File: src/sv/assert_macros.svh
// Assertion shorthands shared by the RTL files.
// Each macro expects clk and rst to be visible in the module that uses it.
`ifndef ASSERT_MACROS_SVH
`define ASSERT_MACROS_SVH

// Check a condition on every clock edge outside reset.
`define ASSERT_ALWAYS(label, cond, msg) \
  label: assert property (@(posedge clk) disable iff (rst) (cond)) else $error(msg);

// Check that a trigger implies a condition in the same cycle.
`define ASSERT_IMPL(label, trig, cond, msg) \
  label: assert property (@(posedge clk) disable iff (rst) (trig) |-> (cond)) else $error(msg);

// Check that a trigger implies a condition in the next cycle.
`define ASSERT_NEXT(label, trig, cond, msg) \
  label: assert property (@(posedge clk) disable iff (rst) (trig) |=> (cond)) else $error(msg);

`endif

File: src/sv/rpn_pkg.sv
package rpn_pkg;

  localparam int Q_W       = 32;
  localparam int FRAC_W    = 16;
  localparam int INT_W     = 16;
  localparam int NUM_W     = 48;
  localparam int DIV_STEPS = 48;
  localparam int CNT_W     = 6;

  localparam logic signed [63:0] Q_MAX64 = 64'sh0000_0000_7FFF_FFFF;
  localparam logic signed [63:0] Q_MIN64 = 64'shFFFF_FFFF_8000_0000;
  localparam logic signed [Q_W-1:0] Q_MAX = 32'sh7FFF_FFFF;
  localparam logic signed [Q_W-1:0] Q_MIN = 32'sh8000_0000;

  typedef enum logic [2:0] {
    OP_PUSH    = 3'd0,
    OP_ADD     = 3'd1,
    OP_SUB     = 3'd2,
    OP_MUL     = 3'd3,
    OP_DIV     = 3'd4,
    OP_MOD     = 3'd5,
    OP_PRINT   = 3'd6,
    OP_UNKNOWN = 3'd7
  } op_t;

  typedef enum logic [2:0] {
    ERR_NONE    = 3'd0,
    ERR_EMPTY   = 3'd1,
    ERR_FULL    = 3'd2,
    ERR_ZERO    = 3'd3,
    ERR_UNKNOWN = 3'd4
  } err_t;

  typedef enum logic [3:0] {
    S_IDLE,
    S_POP_B,
    S_GET_B,
    S_POP_A,
    S_GET_A,
    S_EXEC,
    S_MUL,
    S_DIV,
    S_WRITE,
    S_DONE
  } state_t;

  // Clamp a wide signed value to the Q16.16 range.
  function automatic logic signed [Q_W-1:0] sat_q(input logic signed [63:0] v);
    logic signed [Q_W-1:0] r;
    if (v > Q_MAX64) begin
      r = Q_MAX;
    end else if (v < Q_MIN64) begin
      r = Q_MIN;
    end else begin
      r = v[Q_W-1:0];
    end
    return r;
  endfunction

  // Integer part of a Q16.16 value, truncated toward zero.
  function automatic logic signed [INT_W-1:0] trunc_int(input logic signed [Q_W-1:0] q);
    logic signed [INT_W-1:0] hi;
    hi = q[Q_W-1:FRAC_W];
    if (q[Q_W-1] && (q[FRAC_W-1:0] != '0)) begin
      hi = hi + 16'sd1;
    end
    return hi;
  endfunction

endpackage

File: src/sv/rpn_div.sv
`include "assert_macros.svh"

module rpn_div import rpn_pkg::*; (
  input  logic             clk,
  input  logic             rst,
  input  logic             start,
  input  logic [NUM_W-1:0] dividend,
  input  logic [Q_W-1:0]   divisor,
  output logic             done,
  output logic [NUM_W-1:0] quotient,
  output logic [Q_W-1:0]   remainder
);

  logic             busy;
  logic [CNT_W-1:0] cnt;
  logic [Q_W-1:0]   dvs;
  logic [Q_W:0]     shifted;
  logic [Q_W:0]     diff;
  logic             fits;

  // One restoring step: shift in the next dividend bit, subtract if it fits.
  always_comb begin
    shifted = {remainder, quotient[NUM_W-1]};
    diff    = shifted - {1'b0, dvs};
    fits    = shifted >= {1'b0, dvs};
  end

  always_ff @(posedge clk) begin
    if (rst) begin
      busy <= 1'b0;
      done <= 1'b0;
      cnt  <= '0;
    end else begin
      done <= 1'b0;
      if (start) begin
        busy <= 1'b1;
        cnt  <= CNT_W'(DIV_STEPS);
      end else if (busy) begin
        cnt <= cnt - 1'b1;
        if (cnt == CNT_W'(1)) begin
          busy <= 1'b0;
          done <= 1'b1;
        end
      end
    end
  end

  always_ff @(posedge clk) begin
    if (start) begin
      quotient  <= dividend;
      remainder <= '0;
      dvs       <= divisor;
    end else if (busy) begin
      quotient  <= {quotient[NUM_W-2:0], fits};
      remainder <= fits ? diff[Q_W-1:0] : shifted[Q_W-1:0];
    end
  end

  `ASSERT_IMPL(a_done_after_busy, done, $past(busy), "divider done without a run")
  `ASSERT_IMPL(a_rem_below_divisor, done, remainder < dvs, "remainder not below divisor")
  `ASSERT_IMPL(a_busy_count, busy, cnt != '0, "divider busy with spent count")

endmodule

File: config.mk
export PLATFORM = sky130hd
export DESIGN_NAME = rpn_div
export DESIGN_NICKNAME = d
export VERILOG_FILES = /design/src/sv/rpn_pkg.sv /design/src/sv/rpn_div.sv
export VERILOG_INCLUDE_DIRS = /design/src /design/src/sv
export SDC_FILE = /design/constraint.sdc
export NUM_CORES = 1
export LEC_CHECK = 0
export ABC_AREA = 1
export BUFFER_PORTS_ARGS = -buffer_cell sky130_fd_sc_hd__buf_4
export CAP_MARGIN = 25
export CORE_MARGIN = 4
export CORE_UTILIZATION = 57
export CTS_BUF_LIST = sky130_fd_sc_hd__clkbuf_4
export DETAILED_ROUTE_END_ITERATION = 10
export PLACE_DENSITY_LB_ADDON = 0.12
export SYNTH_ARGS = -nofsm -noshare
export SYNTH_HDL_FRONTEND = slang
export SYNTH_SLANG_ARGS = --single-unit
File: constraint.sdc
create_clock -name clk -period 2.7 [get_ports clk]
set_clock_uncertainty 0.1 [all_clocks]
set_input_delay 0.135 -clock clk [delete_from_list [all_inputs] [get_ports clk]]
set_output_delay 0.135 -clock clk [all_outputs]
set_load 0.01 [all_outputs]
Yosys cells after proc, flatten, opt, wreduce, memory -nomap -nowiden --
Index checks and enable logic that the tools add are counted.
Cells by class: $add $sub $neg 2, $lt $le $gt $ge 1, multiplexer cells 9, reduce and logical (&&, ||, !) cells 3, equality and inequality tests 1, bitwise operators 1
Operators with widths (number):
- 2-to-1 mux 48 bit | 2
- greater-or-equal comparator 33 x 32 -> 1 bit | 1
- 2-to-1 mux 32 bit | 1
- subtractor 32 bit | 1
- 2-to-1 mux 6 bit | 2
- equality test 6 x 1 -> 1 bit, second input constant | 1
- subtractor 6 x 1 -> 6 bit, second input constant | 1
- 2-to-1 mux 1 bit | 4
- OR reduction 3 bit | 1
- nonzero test 2 bit | 1
- OR reduction 2 bit | 1
- inverter 1 bit | 1
Word-level totals: logic and storage cells 24, register bits 120, output and inout port bits 81

Longest topological paths before layout --
Gate-level depths: netlist of the first run.
depth after elaboration 4, gate-level depth with buffers 17

Worst setup path after synthesis of the first run --
No wires, ideal clock.
path type register to register, from register busy, to register quotient[0], enable pin, cell stages (with the launch flop) 4, arrival time 1.663 ns, path buffers 1, period minus slack after synthesis 2.165 ns, data required time 2.198 ns, setup slack 0.535 ns, path through dfxtp_1 > nor2_1 > clkbuf_1 > inv_1
On the way: cells in the longest elaborated chain, start to end 1
RTL lines:
- start: declaration | RTL line rpn_div.sv:14 | logic busy;
- start signal: assignment | RTL line rpn_div.sv:30 | busy <= 1'b0;
- start signal: assignment | RTL line rpn_div.sv:36 | busy <= 1'b1;
- start signal: assignment | RTL line rpn_div.sv:41 | busy <= 1'b0;
- nonzero test 2 bit (no line)
- end signal: assignment | RTL line rpn_div.sv:50 | quotient <= dividend;
- end signal: assignment | RTL line rpn_div.sv:54 | quotient <= {quotient[NUM_W-2:0], fits};
- end: declaration | RTL line rpn_div.sv:10 | output logic [NUM_W-1:0] quotient,
No other way between the ends. A chain may end at the register's enable or synchronous reset.

Worst setup path after layout of the first run --
from register dvs[24], to register remainder[17]
On the way: cells in the longest elaborated chain, start to end 2
RTL lines:
- start: declaration | RTL line rpn_div.sv:16 | logic [Q_W-1:0] dvs;
- start signal: assignment | RTL line rpn_div.sv:52 | dvs <= divisor;
- greater-or-equal comparator 33 x 32 -> 1 bit | RTL line rpn_div.sv:25 | fits = shifted >= {1'b0, dvs};
- 2-to-1 mux 32 bit | RTL line rpn_div.sv:55 | remainder <= fits ? diff[Q_W-1:0] : shifted[Q_W-1:0];
- end signal: assignment | RTL line rpn_div.sv:55
- end: declaration | RTL line rpn_div.sv:11 | output logic [Q_W-1:0] remainder
No other way between the ends.

==> results.md, run 1 <==
* WL per Instance at 15.5 µm
* Hold Crit Depth at 2
* Final Cycle Share at 93.2%
* Syn Area/Cell at 7.15 µm²
* Commonest non-fill, non-tap cell in the layout: nand2_1
* Starting density of the core at 58.9%
* # IOs at 164
* Peak supply drop at 0.390 mV
* Origin of the critical flop-to-flop path: dvs[24]$_DFFE_PP_
* Status: complete, no violations
* Clk sinks at 120
* DR vias at 7576
* Pre-CTS WS at 0.189 ns
* Reg2reg setup slack at 0.18 ns
* H-Tree Depth at 4
* Number of max-cap violations at 0
* DRC violations left at 0
* Final Critical Period at 2.52 ns
* CTS Buf Count at 17
* Rows at 41
* N_diodes at 0
* Slew @ Worst Pin at 0.964 ns
* Final instance area at 0.00996 mm²
* Setup ws final at 0.185 ns
* Drt first pass iters at 5
* Type of origin of the critical path: flip-flop
* Worst-path clk slew at 0.12 ns
* Fillers at 908
* IO Port Bufs at 163
* Fraction of layout cells with a size suffix above 1 at 16.9%
* Most frequent cells in the layout: nand2_1, buf_4, inv_1, dlygate4sd3_1, edfxtp_1
* Mapped cell area at 0.00749 mm²
* Max-slew headroom at 35.7%
* CP required at 3.06 ns
* Initial DRC count at 625
* GPL Wtd Cong at 0.982
* Flops & latches, synth at 120
* Mapped Cells at 1047
* RSZ-0062 raised after global routing: false
* WP data arrival at 2.88 ns
* Clock Tree Buf Depth at 2
* Mean number of vias per cell at 5.13
* Hold endpoint: dvs[14]$_DFFE_PP_
* Setup CP Type: reg -> reg
* Critical path peak fanout at 15
* Aggregate global-route resource usage at 31.7%
* Sequential cell area at 0.00320 mm²
* F_max at 398 MHz
* Hold Path Class: in -> reg
* Total wire length after detailed routing at 22.9 mm
* Initial antenna violation count at 0
* Fin nets at 1411
* Final hold viol count at 0
* Placed cell area at 0.00886 mm²
* Hold Path Origin: divisor[14]
* Final setup viols at 0
* Leak Pwr at 0.00534 µW
* Routed Antenna Nets at 0
* Chip Height at 123 µm
* Setup TNS at 0 ns
* Largest net degree at the start of global routing at 82
* YS warnings at 0
* Core area at 0.0127 mm²
* Total grt overflow at 0
* Clock Latency Late Sink at 0.57 ns
* Reg2reg end: remainder[17]$_SDFFE_PP0P_
* Worst Reg-to-Reg Cells at 15
* Distinct cells, synth at 32
* Worst Setup End Kind: flip-flop
* First-pass GRT wire length at 36.8 mm
* Die area at 0.0150 mm²
* CTS Root Cell: clkbuf_4
* Die X at 123 µm
* Vias in the first global route at 7488
* Combined area of the multi-input logic cells at 0.00357 mm²
* Sequential share of the synthesized area at 42.8%
* Mapped Nets at 1165
* Final Max Slew Viols at 0
* CTS tree: done
* Detailed placement HPWL at 14.7 mm
* Area growth, synth to finish at 33.1%
* Power Dens Cells at 431 mW/mm²
[layer usage]
layer  routed length, µm  global-route usage, %  share of wire, %
met1                9310                   39.3                41
met2               10900                   52.6                48
met3                2020                   9.17               8.8
met4                 698                   12.2               3.0
met5                   0                      0                 0
[worst max-delay path by stage]
stage | from | slack (ns) | endpoint | cells after the start
2_1_floorplan | busy$_SDFF_PP0_ | 0.53 | quotient[0]$_DFFE_PP_ | 3
3_3_place_gp | dvs[24]$_DFFE_PP_ | 0.26 | remainder[26]$_SDFFE_PP0P_ | 15
3_5_place_dp | dvs[24]$_DFFE_PP_ | 0.19 | remainder[10]$_SDFFE_PP0P_ | 15
4_1_cts | dvs[24]$_DFFE_PP_ | 0.13 | remainder[18]$_SDFFE_PP0P_ | 15
5_1_grt | dvs[24]$_DFFE_PP_ | 0.01 | remainder[17]$_SDFFE_PP0P_ | 15
6_report | dvs[24]$_DFFE_PP_ | 0.18 | remainder[17]$_SDFFE_PP0P_ | 15
[through the flow]
stage / total power, µW / instances / hold slack, ns / utilization (%)
after floorplan: 2550 / 1047 / 0.104 / -
after global placement: 2860 / 1364 / 0.213 / 69.7
after detailed placement: 2880 / 1364 / 0.214 / 69.7
after CTS: 4240 / 1477 / 0.140 / 78.3
after global routing: 4460 / 1477 / 0.157 / 78.3
final: 4290 / 1477 / 0.190 / 78.3
[synth_stat cells]
library cell / count / area (µm²)
nor3_2: 1 / 10.0
o21bai_1: 2 / 15.0
buf_2: 8 / 40.0
nor3_1: 7 / 35.0
a211oi_1: 3 / 22.5
fa_1: 1 / 20.0
ha_1: 34 / 425
nor2_1: 44 / 165
a31oi_1: 2 / 12.5
and2_1: 3 / 18.8
nand3_1: 50 / 250
nand2_2: 4 / 25.0
xnor2_1: 15 / 131
inv_2: 1 / 3.75
edfxtp_1: 80 / 2400
clkinv_1: 1 / 3.75
clkbuf_1: 16 / 60.1
nand4_1: 2 / 12.5
nor2_2: 4 / 25.0
a21oi_1: 20 / 100
o21ai_0: 1 / 5.00
nand3b_1: 44 / 330
buf_6: 3 / 33.8
nor3b_1: 2 / 15.0
inv_1: 156 / 586
nor2_4: 1 / 11.3
dfxtp_1: 40 / 801
nand3_2: 2 / 20.0
nand2_4: 3 / 33.8
nand2_1: 495 / 1860
or2_2: 1 / 6.26
xor2_1: 1 / 8.76
[power breakdown]
group	switching, µW	internal (µW)
Combinational	417	373
Clock	757	560
Sequential	76.4	2110
Total	1250	3040
[final cells by class]
type | instances | area share [%]
Multi-Input combinational cell | 742 | 35.8
Sequential cell | 120 | 32.1
Timing Repair Buffer | 254 | 21.2
Inverter | 158 | 5.95
Tap cell | 172 | 2.16
Clock buffer | 19 | 1.43
Clock inverter | 12 | 1.28
[cells by family (layout without fill, tap and decap cells)]
group / Yosys count / in the layout / synth area share (%)
AO/OA/AOI/OAI: 28 / 28 / 2.07
XOR/XNOR: 16 / 16 / 1.87
adder cells (fa/ha/maj): 35 / 35 / 5.95
buffers and inverters: 185 / 443 / 9.71
flip-flops: 120 / 120 / 42.8
AND/OR/NAND/NOR: 663 / 663 / 37.6
[what timing repair did]
item,4_1_cts,5_1_grt
gates resized for setup,0,1
hold buffers,82,0
buffers inserted,0,0
setup endpoints to repair,0,9
hold endpoints to repair,91,0
[critical path, cell delays in order, from the launching register on]
cell and delay [ns]:
edfxtp_1 0.38, inv_1 0.08, ha_1 0.28, nand2_1 0.13
inv_1 0.06, nand2_1 0.07, nand2_1 0.08, inv_1 0.06
nand2_1 0.07, nand2_1 0.08, nand3_2 0.09, nor2_4 0.35
buf_4 0.30, nand3b_1 0.10, nand3_1 0.10, nand2_1 0.06
[flip-flops by register name, summed over array words and instances, names as in the netlist]
signal	count
quotient	48
dvs	32
done	1
cnt	6
remainder	32
busy	1
Note: power is estimated with default switching activity, not from simulation.
==> inputs of run 2 (changes only) <==
--- a/config.mk
+++ b/config.mk
@@ -10,7 +10,7 @@
 export BUFFER_PORTS_ARGS = -buffer_cell sky130_fd_sc_hd__buf_4
 export CAP_MARGIN = 25
 export CORE_MARGIN = 4
-export CORE_UTILIZATION = 57
+export CORE_UTILIZATION = 51
 export CTS_BUF_LIST = sky130_fd_sc_hd__clkbuf_4
 export DETAILED_ROUTE_END_ITERATION = 10
 export PLACE_DENSITY_LB_ADDON = 0.12
==> constraint.sdc (replaced) <==
create_clock -name clk -period 2.1 [get_ports clk]
set_clock_uncertainty 0.1 [all_clocks]
set_input_delay 0.105 -clock clk [delete_from_list [all_inputs] [get_ports clk]]
set_output_delay 0.105 -clock clk [all_outputs]
set_load 0.01 [all_outputs]
==> results.md, run 2 (same netlist as run 1, synthesis figures left out) <==
* Final core utilization at 78.9% (was 78.3%)
* Commonest non-fill, non-tap cell in the layout: nand2_1 (unchanged)
* Reg2reg end: remainder[7]$_SDFFE_PP0P_ (was remainder[17]$_SDFFE_PP0P_)
* Setup ws final at -0.0779 ns (was 0.185 ns)
* Hold Path Class: in -> reg (unchanged)
* Fillers at 1018 (was 908)
* Largest reg by FF count: quotient (unchanged)
* Drt first pass iters at 8 (was 5)
* Starting density of the core at 51.7% (was 58.9%)
* Critical path peak fanout at 9 (was 15)
* Origin of the critical flop-to-flop path: dvs[30]$_DFFE_PP_ (was dvs[24]$_DFFE_PP_)
* Fin nets at 1507 (was 1411)
* Failing checks: negative setup slack
* Total grt overflow at 0 (unchanged)
* Final setup viols at 33 (was 0)
* Chip Height at 129 µm (was 123 µm)
* Final Critical Period at 2.18 ns (was 2.52 ns)
* Status: complete, but fails checks (was complete, no violations)
* Max-slew headroom at 66.9% (was 35.7%)
* WL per Instance at 14.8 µm (was 15.5 µm)
* Aggregate global-route resource usage at 27.9% (was 31.7%)
* Type of origin of the critical path: flip-flop (unchanged)
* Number of max-cap violations at 0 (unchanged)
* Core area at 0.0145 mm² (was 0.0127 mm²)
* Clock Latency Late Sink at 0.55 ns (was 0.57 ns)
* H-Tree Depth at 4 (unchanged)
* Clock Tree Buf Depth at 2 (unchanged)
* RSZ-0062 raised after global routing: true (was false)
* Max FFs per register at 48 (unchanged)
* CTS tree: done (unchanged)
* CP Launch Point: dvs[30]$_DFFE_PP_ (was dvs[24]$_DFFE_PP_)
* Worst Setup End Kind: flip-flop (unchanged)
* Setup CP Type: reg -> reg (unchanged)
* First-pass GRT wire length at 36.9 mm (was 36.8 mm)
* Fraction of layout cells with a size suffix above 1 at 30.1% (was 16.9%)
* Hold Path Origin: divisor[12] (was divisor[14])
* Area growth, synth to finish at 52.6% (was 33.1%)
* # IOs at 164 (unchanged)
* Die X at 129 µm (was 123 µm)
* Peak supply drop at 0.421 mV (was 0.390 mV)
* Die area at 0.0167 mm² (was 0.0150 mm²)
* Final Max Slew Viols at 0 (unchanged)
* Largest regs: quotient x48, dvs x32, remainder x32 (unchanged)
* Worst-path clk slew at 0.12 ns (about the same)
* Mean number of vias per cell at 4.98 (was 5.13)
* Largest net degree at the start of global routing at 77 (was 82)
* F_max at 459 MHz (was 398 MHz)
* CTS Root Cell: clkbuf_4 (unchanged)
* Hold endpoint: dvs[12]$_DFFE_PP_ (was dvs[14]$_DFFE_PP_)
* Hold Crit Depth at 2 (unchanged)
* Power Dens Cells at 488 mW/mm² (was 431 mW/mm²)
* Rows at 44 (was 41)
* Vias in the first global route at 7729 (was 7488)
* CTS Buf Count at 17 (unchanged)
* Initial antenna violation count at 1 (was 0)
* Total wire length after detailed routing at 23.5 mm (was 22.9 mm)
* CP required at 2.49 ns (was 3.06 ns)
* WP data arrival at 2.57 ns (was 2.88 ns)
* GPL Wtd Cong at 0.967 (was 0.982)
* Clk sinks at 120 (unchanged)
* DRC violations left at 0 (unchanged)
* Final instance area at 0.0114 mm² (was 0.00996 mm²)
* Initial DRC count at 601 (was 625)
* DR vias at 7909 (was 7576)
* Placed cell area at 0.00963 mm² (was 0.00886 mm²)
* Slew @ Worst Pin at 0.494 ns (was 0.964 ns)
* Final Cycle Share at 104% (was 93.2%)
* Routed Antenna Nets at 0 (unchanged)
* Most frequent cells in the layout: nand2_1, buf_4, inv_1, dlygate4sd3_1, edfxtp_1 (unchanged)
* Reg2reg setup slack at -0.08 ns (was 0.18 ns)
* IO Port Bufs at 163 (unchanged)
* Worst Reg-to-Reg Cells at 12 (was 15)
* Leak Pwr at 0.00591 µW (was 0.00534 µW)
* Final hold viol count at 0 (unchanged)
* Detailed placement HPWL at 15.4 mm (was 14.7 mm)
[run 2: critical path, cell delays in order, from the launching register on]
cell and delay (ns):
edfxtp_1 0.40, inv_2 0.08, ha_4 0.22, nand2_4 0.06
nand2_4 0.06, a211oi_4 0.29, nand3_2 0.13, nor2_4 0.26
nand2_8 0.12, buf_12 0.16, nand2_1 0.06, nand3_1 0.10
nand2_1 0.08
[run 2: layout make-up]
class,count,area [µm²],area share [%]
Multi-Input combinational cell,742,4150,36.3
Tap cell,184,230,2.01
Sequential cell,120,3200,28.0
Antenna cell,2,5.00,0.0438
Clock inverter,14,124,1.08
Timing Repair Buffer,350,2990,26.1
Inverter,158,597,5.22
Clock buffer,18,135,1.18
[run 2: what timing repair did]
action / in CTS / in global routing
resized for setup: 55 / 76
hold buffers: 82 / 0
pin swaps: 7 / 20
buffers inserted: 1 / 4
gates cloned: 0 / 2
endpoints found under the setup margin: 33 / 33
hold endpoints to repair: 92 / 0
[run 2: per-stage QoR]
step           power [µW]  std cells  setup TNS, ns  setup WS (ns)  hold slack (ns)
3_3_place_gp         3770       1465          -1.57        -0.0639            0.183
2_1_floorplan        3280       1047              0         0.0352           0.0744
4_1_cts              5500       1580        -0.0110        -0.0110            0.130
5_1_grt              5820       1588          -5.44         -0.190            0.123
3_5_place_dp         3780       1465          -4.69         -0.188            0.184
6_report             5580       1588          -1.54        -0.0779            0.171
[run 2: per-layer routing]
metal  share of wire (%)  track usage, %  wire (µm)
met4                 1.8            7.78        415
met5                   0               0          0
met1                  41            34.3       9610
met2                  50            49.5      11800
met3                 7.0            6.31       1640
[run 2: how the worst max path moves through the flow]
| stage | slack, ns | end | cells after the start |
|---|---|---|---|
| 6_report | -0.08 | remainder[7]$_SDFFE_PP0P_ | 12 |
| 5_1_grt | -0.19 | remainder[1]$_SDFFE_PP0P_ | 12 |
| 4_1_cts | -0.01 | remainder[26]$_SDFFE_PP0P_ | 12 |
| 3_5_place_dp | -0.19 | remainder[26]$_SDFFE_PP0P_ | 11 |
| 3_3_place_gp | -0.06 | remainder[18]$_SDFFE_PP0P_ | 11 |
| 2_1_floorplan | 0.04 | remainder[16]$_SDFFE_PP0P_ | 15 |
[run 2: report_power, final]
group | internal [µW] | switching, µW | total [µW] | leakage [µW]
Clock | 609 | 966 | 1570 | 0.000139
Sequential | 2710 | 87.2 | 2800 | 0.00113
Combinational | 617 | 593 | 1210 | 0.00464
